`config.mk`:
```
export PLATFORM = sky130hd
export DESIGN_NAME = meter_frame_deframer
export DESIGN_NICKNAME = d
export VERILOG_FILES = /design/src/rtl/core/mfd_pkg.sv /design/src/rtl/core/mfd_front.sv /design/src/rtl/core/mfd_queue.sv /design/src/rtl/core/mfd_back.sv /design/src/rtl/core/meter_frame_deframer.sv
export VERILOG_INCLUDE_DIRS = /design/src /design/src/rtl/core
export SDC_FILE = /design/constraint.sdc
export NUM_CORES = 1
export LEC_CHECK = 0
export BUFFER_PORTS_ARGS = -buffer_cell sky130_fd_sc_hd__buf_2
export CAP_MARGIN = 20
export CORE_MARGIN = 3
export CORE_UTILIZATION = 55
export DETAILED_ROUTE_END_ITERATION = 12
export PLACE_DENSITY = 0.77
export SYNTH_ARGS = -nofsm -noshare
export SYNTH_HDL_FRONTEND = slang
export SYNTH_SLANG_ARGS = --single-unit
```
`constraint.sdc`:
```
create_clock -name clk_i -period 4.9 [get_ports clk_i]
set_input_delay 0.98 -clock clk_i [delete_from_list [all_inputs] [get_ports clk_i]]
set_output_delay 0.98 -clock clk_i [all_outputs]
set_load 0.05 [all_outputs]
```
`src/rtl/core/meter_frame_deframer_assert.svh`:
```
// assertion macros for the meter frame deframer
`ifndef METER_FRAME_DEFRAMER_ASSERT_SVH
`define METER_FRAME_DEFRAMER_ASSERT_SVH

// property checked outside reset
`define MFD_ASSERT(name, clk, rst_n, prop) \
  name: assert property (@(posedge clk) disable iff (!rst_n) prop) \
    else $error("deframer assertion failed");

// property checked at every edge, reset included
`define MFD_ASSERT_ALWAYS(name, clk, prop) \
  name: assert property (@(posedge clk) prop) \
    else $error("deframer assertion failed");

`endif

```
`src/rtl/core/mfd_pkg.sv`:
```
package mfd_pkg;

  // frame marker bytes and data bias
  localparam logic [7:0] StartMark = 8'h68;
  localparam logic [7:0] StopMark  = 8'h16;
  localparam logic [7:0] DataBias  = 8'h33;

  // history window and address span
  localparam int unsigned HistDepth = 7;
  localparam int unsigned AddrBytes = 6;

  // default depth of the queue between parser and output stage
  localparam int unsigned QueueDepthDef = 2;

  typedef enum logic [2:0] {
    PH_HUNT,
    PH_CONTROL,
    PH_LENGTH,
    PH_DATA,
    PH_CHECK,
    PH_STOP
  } phase_e;

  typedef enum logic [1:0] {
    KIND_DATA  = 2'd0,
    KIND_DONE  = 2'd1,
    KIND_ABORT = 2'd2
  } kind_e;

  typedef enum logic [1:0] {
    ST_GOOD    = 2'd0,
    ST_BAD_END = 2'd1,
    ST_BAD_SUM = 2'd2
  } status_e;

  typedef struct packed {
    logic [7:0] rx_byte;
    logic       buffer_end;
  } in_t;

  typedef struct packed {
    kind_e       kind;
    logic [7:0]  data_byte;
    status_e     status;
    logic [4:0]  cmd_code;
    logic [47:0] station_address;
    logic [7:0]  data_length;
  } out_t;

  typedef struct packed {
    logic full;
    logic empty;
  } q_stat_t;

endpackage

```
`src/rtl/core/mfd_front.sv`:
```
module mfd_front (
  input  logic             clk_i,
  input  logic             rst_ni,
  input  logic             in_valid_i,
  output logic             in_ready_o,
  input  mfd_pkg::in_t     in_data_i,
  input  mfd_pkg::q_stat_t q_stat_i,
  output logic             push_o,
  output mfd_pkg::out_t    push_data_o
);

  logic [7:0]      hist_q [mfd_pkg::HistDepth];
  logic [7:0]      hist_d [mfd_pkg::HistDepth];
  mfd_pkg::phase_e phase_q, phase_d;
  logic [7:0]      rem_q, rem_d;
  logic [7:0]      len_q, len_d;
  logic [7:0]      sum_q, sum_d;
  logic [7:0]      ctrl_q, ctrl_d;
  logic [47:0]     addr_q, addr_d;
  logic            match_q, match_d;

  logic            accept;
  logic            has_res;
  logic [7:0]      b;
  logic [7:0]      start_sum;
  logic [47:0]     start_addr;
  mfd_pkg::out_t   res;

  assign b          = in_data_i.rx_byte;
  assign in_ready_o = !q_stat_i.full;
  assign accept     = in_valid_i && !q_stat_i.full;

  // checksum and address seen from the window when a start is found
  always_comb begin
    start_sum  = b;
    start_addr = '0;
    for (int i = 0; i < mfd_pkg::HistDepth; i++) begin
      start_sum = start_sum + hist_q[i];
    end
    for (int i = 1; i <= mfd_pkg::AddrBytes; i++) begin
      start_addr[(i-1)*8 +: 8] = hist_q[i];
    end
  end

  // parser next state and result record
  always_comb begin
    hist_d  = hist_q;
    phase_d = phase_q;
    rem_d   = rem_q;
    len_d   = len_q;
    sum_d   = sum_q;
    ctrl_d  = ctrl_q;
    addr_d  = addr_q;
    match_d = match_q;
    has_res = 1'b0;

    res.kind            = mfd_pkg::KIND_DATA;
    res.data_byte       = b - mfd_pkg::DataBias;
    res.status          = mfd_pkg::ST_GOOD;
    res.cmd_code        = ctrl_q[4:0];
    res.station_address = addr_q;
    res.data_length     = len_q;

    case (phase_q)
      mfd_pkg::PH_HUNT: begin
        if (b == mfd_pkg::StartMark && hist_q[0] == mfd_pkg::StartMark) begin
          sum_d   = start_sum;
          addr_d  = start_addr;
          phase_d = mfd_pkg::PH_CONTROL;
        end else begin
          for (int i = 0; i < mfd_pkg::HistDepth - 1; i++) begin
            hist_d[i] = hist_q[i+1];
          end
          hist_d[mfd_pkg::HistDepth-1] = b;
        end
      end
      mfd_pkg::PH_CONTROL: begin
        ctrl_d  = b;
        sum_d   = sum_q + b;
        phase_d = mfd_pkg::PH_LENGTH;
      end
      mfd_pkg::PH_LENGTH: begin
        len_d   = b;
        rem_d   = b;
        sum_d   = sum_q + b;
        phase_d = (b == 8'd0) ? mfd_pkg::PH_CHECK : mfd_pkg::PH_DATA;
      end
      mfd_pkg::PH_DATA: begin
        sum_d   = sum_q + b;
        has_res = 1'b1;
        rem_d   = rem_q - 8'd1;
        if (rem_q == 8'd1) begin
          phase_d = mfd_pkg::PH_CHECK;
        end
      end
      mfd_pkg::PH_CHECK: begin
        match_d = (b == sum_q);
        phase_d = mfd_pkg::PH_STOP;
      end
      mfd_pkg::PH_STOP: begin
        has_res  = 1'b1;
        res.kind = mfd_pkg::KIND_DONE;
        if (b != mfd_pkg::StopMark) begin
          res.status = mfd_pkg::ST_BAD_END;
        end else if (!match_q) begin
          res.status = mfd_pkg::ST_BAD_SUM;
        end else begin
          res.status = mfd_pkg::ST_GOOD;
        end
        phase_d = mfd_pkg::PH_HUNT;
        hist_d  = '{default: 8'd0};
      end
      default: begin
        phase_d = mfd_pkg::PH_HUNT;
        hist_d  = '{default: 8'd0};
      end
    endcase

    // chunk end drops any unfinished frame and clears the history window
    if (in_data_i.buffer_end) begin
      if (phase_d != mfd_pkg::PH_HUNT) begin
        has_res  = 1'b1;
        res.kind = mfd_pkg::KIND_ABORT;
        phase_d  = mfd_pkg::PH_HUNT;
        rem_d    = 8'd0;
      end
      hist_d = '{default: 8'd0};
    end
  end

  assign push_o      = accept && has_res;
  assign push_data_o = res;

  // parser state
  always_ff @(posedge clk_i or negedge rst_ni) begin
    if (!rst_ni) begin
      hist_q  <= '{default: 8'd0};
      phase_q <= mfd_pkg::PH_HUNT;
      rem_q   <= 8'd0;
      len_q   <= 8'd0;
      sum_q   <= 8'd0;
      ctrl_q  <= 8'd0;
      addr_q  <= 48'd0;
      match_q <= 1'b0;
    end else if (accept) begin
      hist_q  <= hist_d;
      phase_q <= phase_d;
      rem_q   <= rem_d;
      len_q   <= len_d;
      sum_q   <= sum_d;
      ctrl_q  <= ctrl_d;
      addr_q  <= addr_d;
      match_q <= match_d;
    end
  end

endmodule

```
`src/rtl/core/mfd_queue.sv`:
```
module mfd_queue #(
  parameter int unsigned Depth = mfd_pkg::QueueDepthDef
) (
  input  logic             clk_i,
  input  logic             rst_ni,
  input  logic             push_i,
  input  mfd_pkg::out_t    push_data_i,
  input  logic             pop_i,
  output mfd_pkg::q_stat_t stat_o,
  output mfd_pkg::out_t    head_o
);

  localparam int unsigned PtrW = (Depth > 1) ? $clog2(Depth) : 1;
  localparam int unsigned CntW = $clog2(Depth + 1);

  mfd_pkg::out_t   mem_q [Depth];
  logic [PtrW-1:0] wr_ptr_q, rd_ptr_q;
  logic [CntW-1:0] cnt_q, cnt_d;
  logic            do_push, do_pop;

  assign stat_o.full  = (cnt_q == CntW'(Depth));
  assign stat_o.empty = (cnt_q == '0);
  assign do_push      = push_i && !stat_o.full;
  assign do_pop       = pop_i && !stat_o.empty;
  assign head_o       = mem_q[rd_ptr_q];

  // occupancy
  always_comb begin
    cnt_d = cnt_q;
    if (do_push && !do_pop) begin
      cnt_d = cnt_q + CntW'(1);
    end else if (do_pop && !do_push) begin
      cnt_d = cnt_q - CntW'(1);
    end
  end

  // pointers and count
  always_ff @(posedge clk_i or negedge rst_ni) begin
    if (!rst_ni) begin
      wr_ptr_q <= '0;
      rd_ptr_q <= '0;
      cnt_q    <= '0;
    end else begin
      cnt_q <= cnt_d;
      if (do_push) begin
        wr_ptr_q <= (wr_ptr_q == PtrW'(Depth - 1)) ? '0 : wr_ptr_q + PtrW'(1);
      end
      if (do_pop) begin
        rd_ptr_q <= (rd_ptr_q == PtrW'(Depth - 1)) ? '0 : rd_ptr_q + PtrW'(1);
      end
    end
  end

  // entry storage
  always_ff @(posedge clk_i) begin
    if (do_push) begin
      mem_q[wr_ptr_q] <= push_data_i;
    end
  end

endmodule

```
`src/rtl/core/mfd_back.sv`:
```
module mfd_back (
  input  logic             clk_i,
  input  logic             rst_ni,
  input  mfd_pkg::q_stat_t q_stat_i,
  input  mfd_pkg::out_t    head_i,
  output logic             pop_o,
  output logic             out_valid_o,
  input  logic             out_ready_i,
  output mfd_pkg::out_t    out_data_o
);

  logic          valid_q, valid_d;
  mfd_pkg::out_t data_q;
  mfd_pkg::out_t fmt;

  // keep only the fields that belong to each kind of result
  always_comb begin
    fmt      = '0;
    fmt.kind = head_i.kind;
    case (head_i.kind)
      mfd_pkg::KIND_DATA: begin
        fmt.data_byte = head_i.data_byte;
      end
      mfd_pkg::KIND_DONE: begin
        fmt.status          = head_i.status;
        fmt.cmd_code        = (head_i.status == mfd_pkg::ST_GOOD) ? head_i.cmd_code : 5'd0;
        fmt.station_address = head_i.station_address;
        fmt.data_length     = head_i.data_length;
      end
      default: begin
        fmt.kind = mfd_pkg::KIND_ABORT;
      end
    endcase
  end

  // move a queued result to the output reg when free or drained
  assign pop_o = !q_stat_i.empty && (!valid_q || out_ready_i);

  always_comb begin
    valid_d = valid_q;
    if (pop_o) begin
      valid_d = 1'b1;
    end else if (out_ready_i) begin
      valid_d = 1'b0;
    end
  end

  always_ff @(posedge clk_i or negedge rst_ni) begin
    if (!rst_ni) begin
      valid_q <= 1'b0;
    end else begin
      valid_q <= valid_d;
    end
  end

  always_ff @(posedge clk_i) begin
    if (pop_o) begin
      data_q <= fmt;
    end
  end

  assign out_valid_o = valid_q;
  assign out_data_o  = data_q;

endmodule

```
`src/rtl/core/meter_frame_deframer.sv`:
```
// channel | dir | handshake                  | payload
// --------+-----+----------------------------+----------------------
// in      | in  | in_valid_i / in_ready_o    | in_data_i  (in_t)
// out     | out | out_valid_o / out_ready_i  | out_data_o (out_t)
//
// one byte is taken every cycle while the result queue is not full; the parser updates its state on each byte taken
// a result is written into the queue when its byte is taken, then moved into the
// output register; either can hold it while the output stalls
// in_ready_o drops only while the result queue is full (output stalled)
// reset clears parser state, history window, queue pointers and count and the output valid flag at once

`include "meter_frame_deframer_assert.svh"

module meter_frame_deframer #(
  parameter int unsigned QueueDepth = mfd_pkg::QueueDepthDef
) (
  input  logic          clk_i,
  input  logic          rst_ni,
  input  logic          in_valid_i,
  output logic          in_ready_o,
  input  mfd_pkg::in_t  in_data_i,
  output logic          out_valid_o,
  input  logic          out_ready_i,
  output mfd_pkg::out_t out_data_o
);

  mfd_pkg::q_stat_t q_stat;
  logic             q_push, q_pop;
  mfd_pkg::out_t    q_push_data, q_head;

  // byte parser
  mfd_front u_front (
    .clk_i       (clk_i),
    .rst_ni      (rst_ni),
    .in_valid_i  (in_valid_i),
    .in_ready_o  (in_ready_o),
    .in_data_i   (in_data_i),
    .q_stat_i    (q_stat),
    .push_o      (q_push),
    .push_data_o (q_push_data)
  );

  // result queue between parser and output stage
  mfd_queue #(
    .Depth (QueueDepth)
  ) u_queue (
    .clk_i       (clk_i),
    .rst_ni      (rst_ni),
    .push_i      (q_push),
    .push_data_i (q_push_data),
    .pop_i       (q_pop),
    .stat_o      (q_stat),
    .head_o      (q_head)
  );

  // output stage
  mfd_back u_back (
    .clk_i       (clk_i),
    .rst_ni      (rst_ni),
    .q_stat_i    (q_stat),
    .head_i      (q_head),
    .pop_o       (q_pop),
    .out_valid_o (out_valid_o),
    .out_ready_i (out_ready_i),
    .out_data_o  (out_data_o)
  );

  // checks
  `MFD_ASSERT_ALWAYS(a_no_push_when_full, clk_i, !(q_push && q_stat.full))
  `MFD_ASSERT(a_no_pop_when_empty, clk_i, rst_ni, q_pop |-> !q_stat.empty)
  `MFD_ASSERT(a_abort_fields_zero, clk_i, rst_ni,
    (out_valid_o && out_data_o.kind == mfd_pkg::KIND_ABORT) |->
      (out_data_o.station_address == 48'd0 && out_data_o.data_length == 8'd0 &&
       out_data_o.data_byte == 8'd0))
  `MFD_ASSERT(a_data_fields_zero, clk_i, rst_ni,
    (out_valid_o && out_data_o.kind == mfd_pkg::KIND_DATA) |->
      (out_data_o.station_address == 48'd0 && out_data_o.cmd_code == 5'd0 &&
       out_data_o.status == mfd_pkg::ST_GOOD))

endmodule

```
==> results of run 1 <==
-- power by group through the flow --
stage               combinational, µW  sequential (µW)  clock (µW)
floorplan                         300             3300           0
global placement                  427             3310           0
detailed placement                434             3310           0
CTS                               440             3250        2820
global route                      498             3250        2950
finish                            439             3250        2770
-- state kept, by name (all words and copies together), names as in the netlist --
| register | flops |
|---|---|
| u_queue.wr_ptr_q | 1 |
| u_queue.rd_ptr_q | 1 |
| u_front.match_q | 1 |
| u_front.addr_q | 48 |
| u_front.hist_q | 56 |
| u_front.len_q | 8 |
| u_back.out_data_o | 73 |
| u_front.sum_q | 8 |
| u_queue.mem_q | 146 |
| u_back.out_valid_o | 1 |
| u_front.phase_q | 3 |
| u_front.ctrl_q | 5 |
| u_front.rem_q | 8 |
| u_queue.cnt_q | 2 |
-- placed cells by master (no fill, tap or decap), types with 6 or more instances in the layout --
| master | count |
|---|---|
| sky130_fd_sc_hd__edfxtp_1 | 219 |
| sky130_fd_sc_hd__mux2_1 | 9 |
| sky130_fd_sc_hd__a21oi_1 | 20 |
| sky130_fd_sc_hd__inv_1 | 91 |
| sky130_fd_sc_hd__mux2_2 | 41 |
| sky130_fd_sc_hd__nand3_1 | 8 |
| sky130_fd_sc_hd__ha_1 | 21 |
| sky130_fd_sc_hd__clkbuf_16 | 39 |
| sky130_fd_sc_hd__nand2b_1 | 7 |
| sky130_fd_sc_hd__buf_2 | 86 |
| sky130_fd_sc_hd__clkbuf_1 | 11 |
| sky130_fd_sc_hd__dfrtp_1 | 141 |
| sky130_fd_sc_hd__fa_1 | 40 |
| sky130_fd_sc_hd__nor3_1 | 10 |
| sky130_fd_sc_hd__xnor2_1 | 22 |
| sky130_fd_sc_hd__xor2_1 | 10 |
| sky130_fd_sc_hd__nor3b_1 | 6 |
| sky130_fd_sc_hd__nor2_1 | 91 |
| sky130_fd_sc_hd__buf_4 | 25 |
| sky130_fd_sc_hd__nand2_1 | 33 |
| sky130_fd_sc_hd__mux2i_1 | 75 |
| sky130_fd_sc_hd__o21ai_0 | 36 |
| sky130_fd_sc_hd__a22o_1 | 61 |
-- layout make-up --
type	instances	share of cell area (%)
multi-input combinational	548	26.4
timing repair buffer	114	3.84
tap	372	2.67
inverter	92	1.98
clock inverter	13	0.732
clock buffer	55	6.23
sequential	361	58.1
-- worst max-delay path by stage --
stage / end / depth (start not counted) / startpoint
floorplan: u_front.sum_q[6]$_DFFE_PN0P_ / 16 / in_data_i[3]
global placement: u_front.sum_q[6]$_DFFE_PN0P_ / 16 / in_data_i[3]
detailed placement: u_front.sum_q[6]$_DFFE_PN0P_ / 16 / in_data_i[3]
CTS: u_front.sum_q[6]$_DFFE_PN0P_ / 16 / in_data_i[3]
global route: u_front.sum_q[6]$_DFFE_PN0P_ / 16 / in_data_i[3]
finish: u_front.sum_q[6]$_DFFE_PN0P_ / 16 / in_data_i[3]
-- critical path: stages --
cell	delay, ns
sky130_fd_sc_hd__buf_2	0.11
sky130_fd_sc_hd__inv_1	0.07
sky130_fd_sc_hd__fa_1	0.53
sky130_fd_sc_hd__inv_1	0.05
sky130_fd_sc_hd__fa_1	0.50
sky130_fd_sc_hd__fa_1	0.54
sky130_fd_sc_hd__inv_1	0.05
sky130_fd_sc_hd__fa_1	0.52
sky130_fd_sc_hd__inv_1	0.05
sky130_fd_sc_hd__ha_1	0.22
sky130_fd_sc_hd__fa_1	0.39
sky130_fd_sc_hd__a21o_1	0.19
sky130_fd_sc_hd__a21oi_1	0.17
sky130_fd_sc_hd__xnor2_1	0.09
sky130_fd_sc_hd__a211oi_1	0.24
sky130_fd_sc_hd__a21oi_1	0.09
-- metrics by stage --
stage	hold WS (ns)	total power, µW
global placement	0.445	3740
floorplan	0.435	3600
global route	0.481	6700
finish	0.462	6460
detailed placement	0.454	3750
CTS	0.466	6510
-- logic make-up (layout without fill, tap and decap cells) --
group           Yosys count  after routing  synth area share, %
compound gates          144            144                 6.66
xor+xnor                 32             32                 1.83
fa+ha+maj                61             61                 6.95
buf+inv                 141            274                 3.98
flops                   361            361                 66.2
mux                     125            125                 8.58
simple gates            186            186                 5.84
-- layer usage --
layer / up-vias / GRT usage (%)
met5: - / 0
met4: 0 / 4.43
met3: 36 / 3.40
met2: 241 / 30.9
met1: 4355 / 28.7
li1: 3934 / -
==> run summary, run 1 <==
The tools report the first-pass GRT wire length as 46,800 µm. The cell area after technology mapping came out at 15,300 µm². The routed wire length on met3 is 1640 µm. The worst hold path depth is 0, and the hold buffer count at cts is 0.

The top cell type by area accounts for 43.0% of the synthesized area. For this block, wires on met1 add up to 13,100 µm. The transition time of the tightest slew-check pin works out to 0.976 ns. After layout, the worst setup slack is 0.463 ns.

The via count of the first global-routing pass was 8,562; the mean instance size in the synthesized netlist was 14.6 µm². The total number of vias is 8,566, and the number of buffers added on ports is 87. The number of max-slew violations in the final report is 0. By count the netlist is led by sky130_fd_sc_hd__edfxtp_1 (219), sky130_fd_sc_hd__dfrtp_1 (142), sky130_fd_sc_hd__inv_1 (92).

The biggest fanout along the worst timing path is 2, and the internal power summed over all cells is 5050 µW. Leaving out filler cells and counting taps, the final layout contains 1,555. Summing all multi-input logic gate instances after layout gives 4600 µm². The tools report the combinational group share of total power as 6.8%.

The worst hold path belongs to the class flip-flop to flip-flop. The worst register-to-register path has a setup slack of 0.53 ns. In this run the most critical hold path is launched from u_front.addr_q[32]$_DFFE_PN0P_. IR analysis of the VDD net gives a maximum drop of 0.231 mV. In this run the deepest clock path goes through 3 buffers. In the post-synthesis netlist, the biggest area contributors are sky130_fd_sc_hd__edfxtp_1 (43%), sky130_fd_sc_hd__dfrtp_1 (23%), sky130_fd_sc_hd__fa_1 (5.2%). The net count of the finished layout is 1,228.

The critical path arrival is 4.81 ns, and the CTS clock-pin slew for the worst setup and hold paths is 0.07 ns. The synthesized instance count is 1,050. The run gives 0 as the count of instances resized after the clock tree is built. The logs give 2 for the depth of the CTS H-tree and 19.5% for the all-layer global routing usage. Final core utilization: 64.1%. The I/O pin count is 88, and the number of max-cap violations is 0.

Reported net switching power: 1410 µW. Capture endpoint of the worst hold path: u_queue.mem_q[0][40]$_DFFE_PP_. The footprint of the flip-flops and latches came out at 10,100 µm². The worst register-to-register path begins at u_front.hist_q[10]$_DFFE_PN0P_. The tools report the reg-to-reg critical path endpoint as u_front.sum_q[6]$_DFFE_PN0P_.

The flow ran to the end, and the final reports show no timing, DRC or antenna violations. The library cell occupying the most area in the post-synthesis netlist was sky130_fd_sc_hd__edfxtp_1. The post-synthesis async set-or-reset flop share was 39.3%. Counting flops and latches in the post-synthesis netlist gives 361.

The number of setup violations in the final report was 0; the normalized max-slew margin was 34.9%. The number of warnings printed during yosys synthesis is 0. The remaining antenna violation count is 0. The starting utilization of the core area is 56.3%. The overall overflow remaining after global route is 0, and the clock sink total is 361. The share of layout cells above drive strength 1 came out at 18.7%. For the finished layout, the period the worst path requires is 4.44 ns. For this run, the detailed router's first-pass iteration total came to 5. The summed negative setup slack over all endpoints was 0 ns; the power share of the sequential group was 50.3%. Data on the critical path is required at its endpoint by 5.27 ns. The tools report the post-route cell area as 17,400 µm². The root buffer cell chosen for the clock tree is sky130_fd_sc_hd__clkbuf_16.

The number of different library cells used by synthesis comes to 57. Once detailed placement completed, the half-perimeter wirelength came to 18,800 µm. Kind of critical path: primary input to flip-flop. The number of clock buffers added by TritonCTS is 37. The number of antenna violations at the first check in global routing was 0; the switching part of the total power was 21.9%. In the routed design, unresolved DRC markers number 0. The tools report the clock latency on the worst-skew pair as 0.51 ns. STA classifies the critical path endpoint as a flip-flop. In this run the top signal layer used is met4. Yosys mapped a number of flops with a built-in enable equal to 219. The first routing iteration left 681 violations. Counting tap cells, the placed design contains a total of 1,487 instances. The total wirelength of the detailed-routed design was 29,100 µm. Summed over all cells, the static leakage comes to 0.00738 µW.

Flip-flop cell with the highest count after synthesis: sky130_fd_sc_hd__edfxtp_1. The antenna diode instance count is 0. The share of the Yosys chip area taken by registers is 66.2%. The die width is 173 µm. The logs give 0.865 for the routability-driven placement congestion ratio and 105 for the largest net degree at the start of global routing. The final critical path takes up 90.6% of the cycle. The area of the die came out at 29,900 µm². The ratio of total power to cell area was 371 nW/µm²; the number of rows in the core area was 60. The die is 173 µm tall. Setup repair after global routing left no endpoint under its margin. Routed length per placed instance: 18.7 µm.

The placed cell area was 16,200 µm²; the highest clock rate was 225 MHz. The area growth from synthesis to layout came out at 13.8%. After clock tree synthesis, the setup repair step added 0 buffers. The routed design uses 13,900 µm of met2 wire. The total count of hold-check failures in the final report is 0.

The most used standard cell by instance count after synthesis is sky130_fd_sc_hd__edfxtp_1. The filler cell count in the final layout was 1,967; the via-per-instance ratio was 5.51. The number of nets in the synthesized netlist is 1,124.

STA classifies the critical path startpoint as a primary input. The worst slack at placement is -0.0455 ns, and the core outline area is 27,200 µm². The clock arrives with 0.0159 ns of skew. Measured in cells, the most critical reg-to-reg path has a length of 15.

In this run, the clock network consumes 42.9% of the power. TritonCTS built the clock tree.
Note: power is estimated with default switching activity, not from simulation.
==> run 2: changes to the inputs <==
--- a/config.mk
+++ b/config.mk
@@ -6,8 +6,9 @@
 export SDC_FILE = /design/constraint.sdc
 export NUM_CORES = 1
 export LEC_CHECK = 0
-export BUFFER_PORTS_ARGS = -buffer_cell sky130_fd_sc_hd__buf_2
+export BUFFER_PORTS_ARGS = -buffer_cell sky130_fd_sc_hd__clkbuf_2
 export CAP_MARGIN = 20
+export CORE_ASPECT_RATIO = 0.8
 export CORE_MARGIN = 3
 export CORE_UTILIZATION = 55
 export DETAILED_ROUTE_END_ITERATION = 12
==> constraint.sdc (replaced) <==
create_clock -name clk_i -period 3.8 [get_ports clk_i]
set_input_delay 0.76 -clock clk_i [delete_from_list [all_inputs] [get_ports clk_i]]
set_output_delay 0.76 -clock clk_i [all_outputs]
set_load 0.05 [all_outputs]
==> run summary, run 2 (same netlist as run 1, synthesis figures left out) <==
The ratio of total power to cell area is 469 nW/µm² (+26%). The biggest fanout along the worst timing path was 2 (unchanged); the number of max-cap violations was 0 (unchanged). The placed wire-length estimate after detailed placement came out at 20,800 µm (+11%). The final reports fail on setup timing. The logs give 10,100 µm² (unchanged) for the footprint of the flip-flops and latches and 4 (+4) for the number of setup violations in the final report. The worst path setup slack after routing came out at -0.151 ns (-0.614 ns). The tools report the core outline area as 26,900 µm² (-1.2%). Number of detailed-route iterations in the first pass: 5 (unchanged). Worst slack at placement: -0.627 ns (-0.582 ns). Remaining antenna violation count: 0 (unchanged).

For this run, the top clock speed supported by timing is 253 MHz. The total met2 wirelength after detailed routing came out at 13,900 µm (about the same). Type of element launching the critical path: a flip-flop. The total count of hold-check failures in the final report was 0 (unchanged).

The run gives 4.19 ns (-1.08 ns) as the required time of the critical path. The height of the die is 155 µm (-10%). The fraction of the cycle the final worst path needs was 104%; the die width was 193 µm (+11%).

The number of flip-flops under the largest register name is 146 (unchanged), and the clock tree buffer depth is 3 (unchanged). Number of antenna violations at the first check in global routing: 0 (unchanged). Routed metal-1 wirelength: 14,200 µm (+8.8%). The CTS clock-pin slew for the worst setup and hold paths is 0.06 ns (about the same).

The CTS buffer count is 36 (-2.7%), and the starting utilization of the core area is 57.0% (+0.67 points). The DRC violation count after routing was 0 (unchanged); the share of layout cells above drive strength 1 was 24.0% (+5.3 points). The run gives 1,872 (-4.8%) as the filler cell count in the final layout.

The tools report the number of rows in the core area as 53 (-12%). The via count of the first global-routing pass was 8,881 (+3.7%). The routed length per placed instance came out at 19.7 µm (+5.5%). The time the final worst path needs with I/O delays and setup works out to 3.95 ns.

The tools report the number of violations reported at the end of detailed-routing iteration 0 as 936 (+37%). For the clock latency on the worst-skew pair, the log shows 0.52 ns (about the same). The first-pass GRT wire length was 50,000 µm (+6.8%). The overall overflow remaining after global route was 0 (unchanged). The routed wire length on met3 came out at 2520 µm (+54%). Kind of critical path: flip-flop to flip-flop. The critical path arrival was 4.35 ns (-0.46 ns). Area of the die: 29,900 µm² (about the same). The total design power is 8370 µW (+30%), and the antenna diode instance count is 0 (unchanged).

Setup repair after global routing could not meet its margin everywhere. The via-per-instance ratio works out to 5.53 (+0.46%). The library cell used most frequently in the layout, excluding fill and tap cells, is sky130_fd_sc_hd__edfxtp_1. TritonCTS built the clock tree. The run gives 31,200 µm (+7.4%) as the total wirelength of the detailed-routed design. The transition time of the tightest slew-check pin works out to 0.883 ns (-0.0928 ns). The clock sink total was 361 (unchanged).

The tightest min-delay check is of the primary input to asynchronous set/reset pin type. The run gives 41.1% (+6.2 points) as the normalized max-slew margin. The clock root buffer is sky130_fd_sc_hd__clkbuf_16.

The largest net degree at the start of global routing is 89 (-15%). The leakage power figure is 0.00758 µW (+2.8%). The tools report the total number of vias as 8,755 (+2.2%). The routability-driven placement congestion ratio came out at 0.885 (+2.2%). Number of max-slew violations in the final report: 0 (unchanged). The number of nets in the layout was 1,272 (+3.6%). Signal routing reaches up to met4. The flow ran to the end, but the final reports show violations. Register with the highest flop count: u_queue.mem_q. Area growth from synthesis to layout: 16.6%. The I/O pin count is 88 (unchanged), and the worst setup skew after layout is 0.0190 ns (+0.00306 ns). For the all-layer global routing usage, the log shows 21.7% (+2.3 points). The number of buffers added on ports works out to 87 (unchanged).

The run gives 4670 µm² (+1.5%) as the area used by multi-input combinational logic. In the layout the commonest cells are sky130_fd_sc_hd__edfxtp_1 (219), sky130_fd_sc_hd__dfrtp_1 (141), sky130_fd_sc_hd__nor2_1 (91). The depth of the CTS H-tree is 2 (unchanged), and the maximum VDD drop is 0.265 mV (+14%). STA classifies the critical path endpoint as a flip-flop.
run 2: path summary, 6_finish.rpt:
kind	to	depth (start not counted)	slack, ns	startpoint
max	u_front.sum_q[6]$_DFFE_PN0P_	15	-0.15	u_front.hist_q[10]$_DFFE_PN0P_
min	u_front.sum_q[4]$_DFFE_PN0P_	1	0.29	rst_ni
max reg2reg	u_front.sum_q[6]$_DFFE_PN0P_	15	-0.15	u_front.hist_q[10]$_DFFE_PN0P_
min reg2reg	u_queue.mem_q[0][20]$_DFFE_PP_	0	0.46	u_front.addr_q[12]$_DFFE_PN0P_
max in group asynchronous	u_front.hist_q[8]$_DFFE_PN0P_	2	2.64	rst_ni
min in group clk_i	u_queue.mem_q[0][20]$_DFFE_PP_	0	0.46	u_front.addr_q[12]$_DFFE_PN0P_
run 2: report_power, final:
part           switching [µW]  total, µW  internal (µW)
Combinational             410        725            315
Sequential               19.9       4180           4160
Clock                    1450       3470           2020
Total                    1880       8370           6490
run 2: area by class of cell:
cell class                 count  area share, %
inverter                      92           1.99
multi-input combinational    548           26.1
clock buffer                  51           5.93
tap                          357           2.50
sequential                   361           56.8
clock inverter                14          0.624
timing repair buffer         159           6.06
run 2: layer usage:
layer	GRT usage [%]	up-vias
li1	-	4036
met5	0	-
met1	33.7	4405
met3	5.00	40
met4	5.17	0
met2	31.7	274
run 2: critical path: stages, from the launching register on:
cell and delay [ns]:
sky130_fd_sc_hd__dfrtp_1 0.37, sky130_fd_sc_hd__inv_2 0.06, sky130_fd_sc_hd__fa_1 0.54, sky130_fd_sc_hd__inv_2 0.04, sky130_fd_sc_hd__fa_1 0.49, sky130_fd_sc_hd__fa_1 0.50, sky130_fd_sc_hd__inv_1 0.05, sky130_fd_sc_hd__fa_1 0.47
sky130_fd_sc_hd__inv_1 0.04, sky130_fd_sc_hd__ha_2 0.19, sky130_fd_sc_hd__fa_2 0.35, sky130_fd_sc_hd__a21o_1 0.17, sky130_fd_sc_hd__a21oi_2 0.12, sky130_fd_sc_hd__xnor2_1 0.09, sky130_fd_sc_hd__a211oi_1 0.21, sky130_fd_sc_hd__a21oi_1 0.11
run 2: metrics by stage:
stage	TNS [ns]	std cells	hold slack, ns	util, %	area (µm²)
global placement	-2.05	1513	0.446	61.9	16600
detailed placement	-2.27	1513	0.458	61.9	16600
finish	-0.357	1582	0.292	66.5	17900
CTS	-0.150	1581	0.370	66.4	17800
global route	-1.00	1582	0.398	66.5	17900
floorplan	-0.810	1050	0.435	-	15400
run 2: what timing repair did:
| item | in CTS | in global routing |
|---|---|---|
| hold buffers | 0 | 0 |
| endpoints found under the setup margin | 2 | 4 |
| gates cloned | 0 | 0 |
| gates resized for setup | 10 | 2 |
| setup buffers | 3 | 1 |
| pin swaps | 11 | 4 |
==> run 3: changes to the inputs <==
--- a/config.mk
+++ b/config.mk
@@ -9,10 +9,9 @@
 export BUFFER_PORTS_ARGS = -buffer_cell sky130_fd_sc_hd__clkbuf_2
 export CAP_MARGIN = 20
 export CORE_ASPECT_RATIO = 0.8
-export CORE_MARGIN = 3
 export CORE_UTILIZATION = 55
 export DETAILED_ROUTE_END_ITERATION = 12
-export PLACE_DENSITY = 0.77
+export PLACE_DENSITY = 0.73
 export SYNTH_ARGS = -nofsm -noshare
 export SYNTH_HDL_FRONTEND = slang
 export SYNTH_SLANG_ARGS = --single-unit
==> run summary, run 3 (same netlist as run 1, synthesis figures left out) <==
The run finished, with violations left. The checks that failed: setup timing. The required time of the critical path was 4.20 ns (about the same); the number of detailed-route iterations in the first pass was 5 (unchanged). The final core utilization is 65.1% (-1.4 points), and the largest net degree at the start of global routing is 73 (-18%). Core outline area: 27,300 µm² (+1.6%). The leakage power figure was 0.00753 µW (-0.75%); the normalized max-slew margin was 48.2% (+7.1 points).

The run gives 22.3% (+0.53 points) as the all-layer global routing usage. The share of layout cells above drive strength 1 is 23.5% (-0.52 points). The routability-driven placement congestion ratio was 0.878 (-0.71%); the number of antenna violations at the first check in global routing was 1 (+1). In the layout the commonest cells are sky130_fd_sc_hd__edfxtp_1 (219), sky130_fd_sc_hd__dfrtp_1 (141), sky130_fd_sc_hd__nor2_1 (91). The I/O pin count was 88 (unchanged). Number of buffers and inverters on the critical path: 4 (unchanged).

Leaving out fill and tap cells, the most frequent cell in the layout is sky130_fd_sc_hd__edfxtp_1. The number of max-slew violations in the final report was 0 (unchanged); the total count of hold-check failures in the final report was 0 (unchanged). Number of flip-flops under the largest register name: 146 (unchanged). Walking the worst path, the cells encountered are inv_1 > fa_2 > fa_1 > inv_1 > fa_1 > inv_1 > fa_1 > inv_2 > ha_4 > fa_2 > a21o_1 > a21oi_2 > xnor2_1 > a211oi_2 > a21oi_1.

Area of the die: 28,500 µm² (-4.6%). The stage delay of the slowest cell on the critical path was 0.56 ns (+0.02 ns); the total wirelength of the detailed-routed design was 30,700 µm (-1.6%). The time the final worst path needs with I/O delays and setup is 3.83 ns (-0.124 ns). The tightest min-delay check is of the primary input to asynchronous set/reset pin type. The ratio of total power to cell area came out at 466 nW/µm² (-0.59%). For the hold buffer count at cts, the log shows 0 (unchanged). Number of nets in the layout: 1,266 (-0.47%). The tools report the critical path arrival as 4.22 ns (-0.13 ns).

The routed length per placed instance was 19.4 µm (-1.6%); the DRC violation count after routing was 0 (unchanged). The run gives 361 (unchanged) as the clock sink total. Setup repair after global routing could not meet its margin everywhere. The run gives 20,400 µm (-1.8%) as the placed wire-length estimate after detailed placement. The tree is rooted in a sky130_fd_sc_hd__clkbuf_16. The remaining antenna violation count was 0 (unchanged).

The number of violations reported at the end of detailed-routing iteration 0 came out at 650 (-31%). The tools report the nature of the critical path endpoint as a flip-flop. The tools report the via count of the first global-routing pass as 8,462 (-4.7%).

The overall overflow remaining after global route was 0 (unchanged). CTS buffer count: 36 (unchanged). For the antenna diode instance count, the log shows 0 (unchanged). The logs give 54 (+1.9%) for the number of rows in the core area and 0.52 ns (about the same) for the clock latency on the worst-skew pair.

The logs give 2 (-2) for the number of setup violations in the final report and 1,582 (unchanged) for the number of standard cells in the final layout excluding fillers. Among all stages on the critical path, the largest delay is contributed by sky130_fd_sc_hd__fa_1. Transition time of the tightest slew-check pin: 0.777 ns (-0.106 ns). STA classifies the critical path startpoint as a flip-flop.

For the worst path setup slack after routing, the log shows -0.0266 ns (+0.124 ns). The biggest fanout along the worst timing path was 2 (unchanged). The CTS clock-pin slew for the worst setup and hold paths works out to 0.06 ns (about the same). The number of max-cap violations is 0 (unchanged), and the area growth from synthesis to layout is 16.1%. The total number of vias was 8,695 (-0.69%); the worst setup skew after layout was 0.0134 ns (-0.00555 ns). The placed cell area is 16,600 µm² (-0.28%), and the maximum VDD drop is 0.330 mV (+25%).

The run gives 2,019 (+7.9%) as the filler cell count in the final layout. The highest clock rate was 261 MHz (+3.3%). The via-per-instance ratio is 5.50 (-0.69%). The register with the highest flop count was u_queue.mem_q. Summed negative setup slack over all endpoints: -0.0302 ns (+0.327 ns).

The clock tree buffer depth came out at 3 (unchanged). The run gives 2 (unchanged) as the depth of the CTS H-tree. The number of buffers added on ports was 87 (unchanged); the post-route cell area was 17,800 µm² (-0.45%).

The height of the die was 151 µm (-2.6%); the starting utilization of the core area was 56.1% (-0.92 points). The family with the most delay on the worst path is adder cells. TritonCTS built the clock tree.

The die width works out to 189 µm (-2.1%). The worst setup path is of the flip-flop to flip-flop kind. The fraction of the cycle the final worst path needs was 101% (-3.3 points); the instance count after placement with tap cells included was 1,516 (+0.20%). First-pass GRT wire length: 48,200 µm (-3.6%).
## run 3: routing by layer
metal  vias to the layer above  part of all wire, %  GRT usage, %
met2                       232                   43          32.1
li1                       4007                    -             -
met3                        48                  5.1          3.36
met5                         -                    0             0
met1                      4408                   50          35.4
met4                         0                  2.0          5.52
## run 3: worst paths after layout
| check | to | slack, ns | depth (start not counted) | from |
|---|---|---|---|---|
| worst max-delay path | u_front.sum_q[6]$_DFFE_PN0P_ | -0.03 | 15 | u_front.hist_q[33]$_DFFE_PN0P_ |
| worst min-delay path | u_front.hist_q[32]$_DFFE_PN0P_ | 0.28 | 1 | rst_ni |
| worst max register to register | u_front.sum_q[6]$_DFFE_PN0P_ | -0.03 | 15 | u_front.hist_q[33]$_DFFE_PN0P_ |
| worst min register to register | u_queue.mem_q[1][32]$_DFFE_PP_ | 0.46 | 0 | u_front.addr_q[24]$_DFFE_PN0P_ |
| max in group asynchronous | u_front.len_q[2]$_DFFE_PN0P_ | 2.71 | 2 | rst_ni |
| min in group clk_i | u_queue.mem_q[1][32]$_DFFE_PP_ | 0.46 | 0 | u_front.addr_q[24]$_DFFE_PN0P_ |
## run 3: per-stage QoR
stage	setup WS, ns	hold WS, ns	power [µW]
after floorplan	-0.354	0.435	4670
after global placement	-0.576	0.447	4920
after detailed placement	-0.586	0.455	4920
after CTS	-0.0926	0.301	8330
after global routing	-0.195	0.316	8570
final	-0.0266	0.276	8280
## run 3: power by group
group | total (µW) | leakage [µW] | switching (µW) | internal [µW]
registers | 4180 | 0.00414 | 22.4 | 4160
logic | 698 | 0.00283 | 392 | 306
clock network | 3410 | 0.000565 | 1450 | 1960
## run 3: final cells by class
class,count,area [µm²],share of cell area [%]
clock buffer,48,1020,5.72
timing repair buffer,153,1020,5.74
multi-input combinational,548,4670,26.3
clock inverter,16,123,0.690
tap,364,455,2.56
inverter,92,355,2.00
sequential,361,10100,57.0
## run 3: repair_timing
| item | 4_1_cts | 5_1_grt |
|---|---|---|
| setup buffers | 1 | 1 |
| pin swaps | 13 | 13 |
| endpoints found under the setup margin | 3 | 4 |
| cloned | 0 | 0 |
| gates resized for setup | 8 | 7 |
## run 3: worst reg2reg max path, cell delays in order, from the launching register on
cell                       delay (ns)
sky130_fd_sc_hd__dfrtp_1         0.34
sky130_fd_sc_hd__inv_1           0.06
sky130_fd_sc_hd__fa_2            0.42
sky130_fd_sc_hd__fa_1            0.56
sky130_fd_sc_hd__inv_1           0.07
sky130_fd_sc_hd__fa_1            0.52
sky130_fd_sc_hd__inv_1           0.05
sky130_fd_sc_hd__fa_1            0.49
sky130_fd_sc_hd__inv_2           0.05
sky130_fd_sc_hd__ha_4            0.16
sky130_fd_sc_hd__fa_2            0.34
sky130_fd_sc_hd__a21o_1          0.17
sky130_fd_sc_hd__a21oi_2         0.13
sky130_fd_sc_hd__xnor2_1         0.09
sky130_fd_sc_hd__a211oi_2        0.18
sky130_fd_sc_hd__a21oi_1         0.09
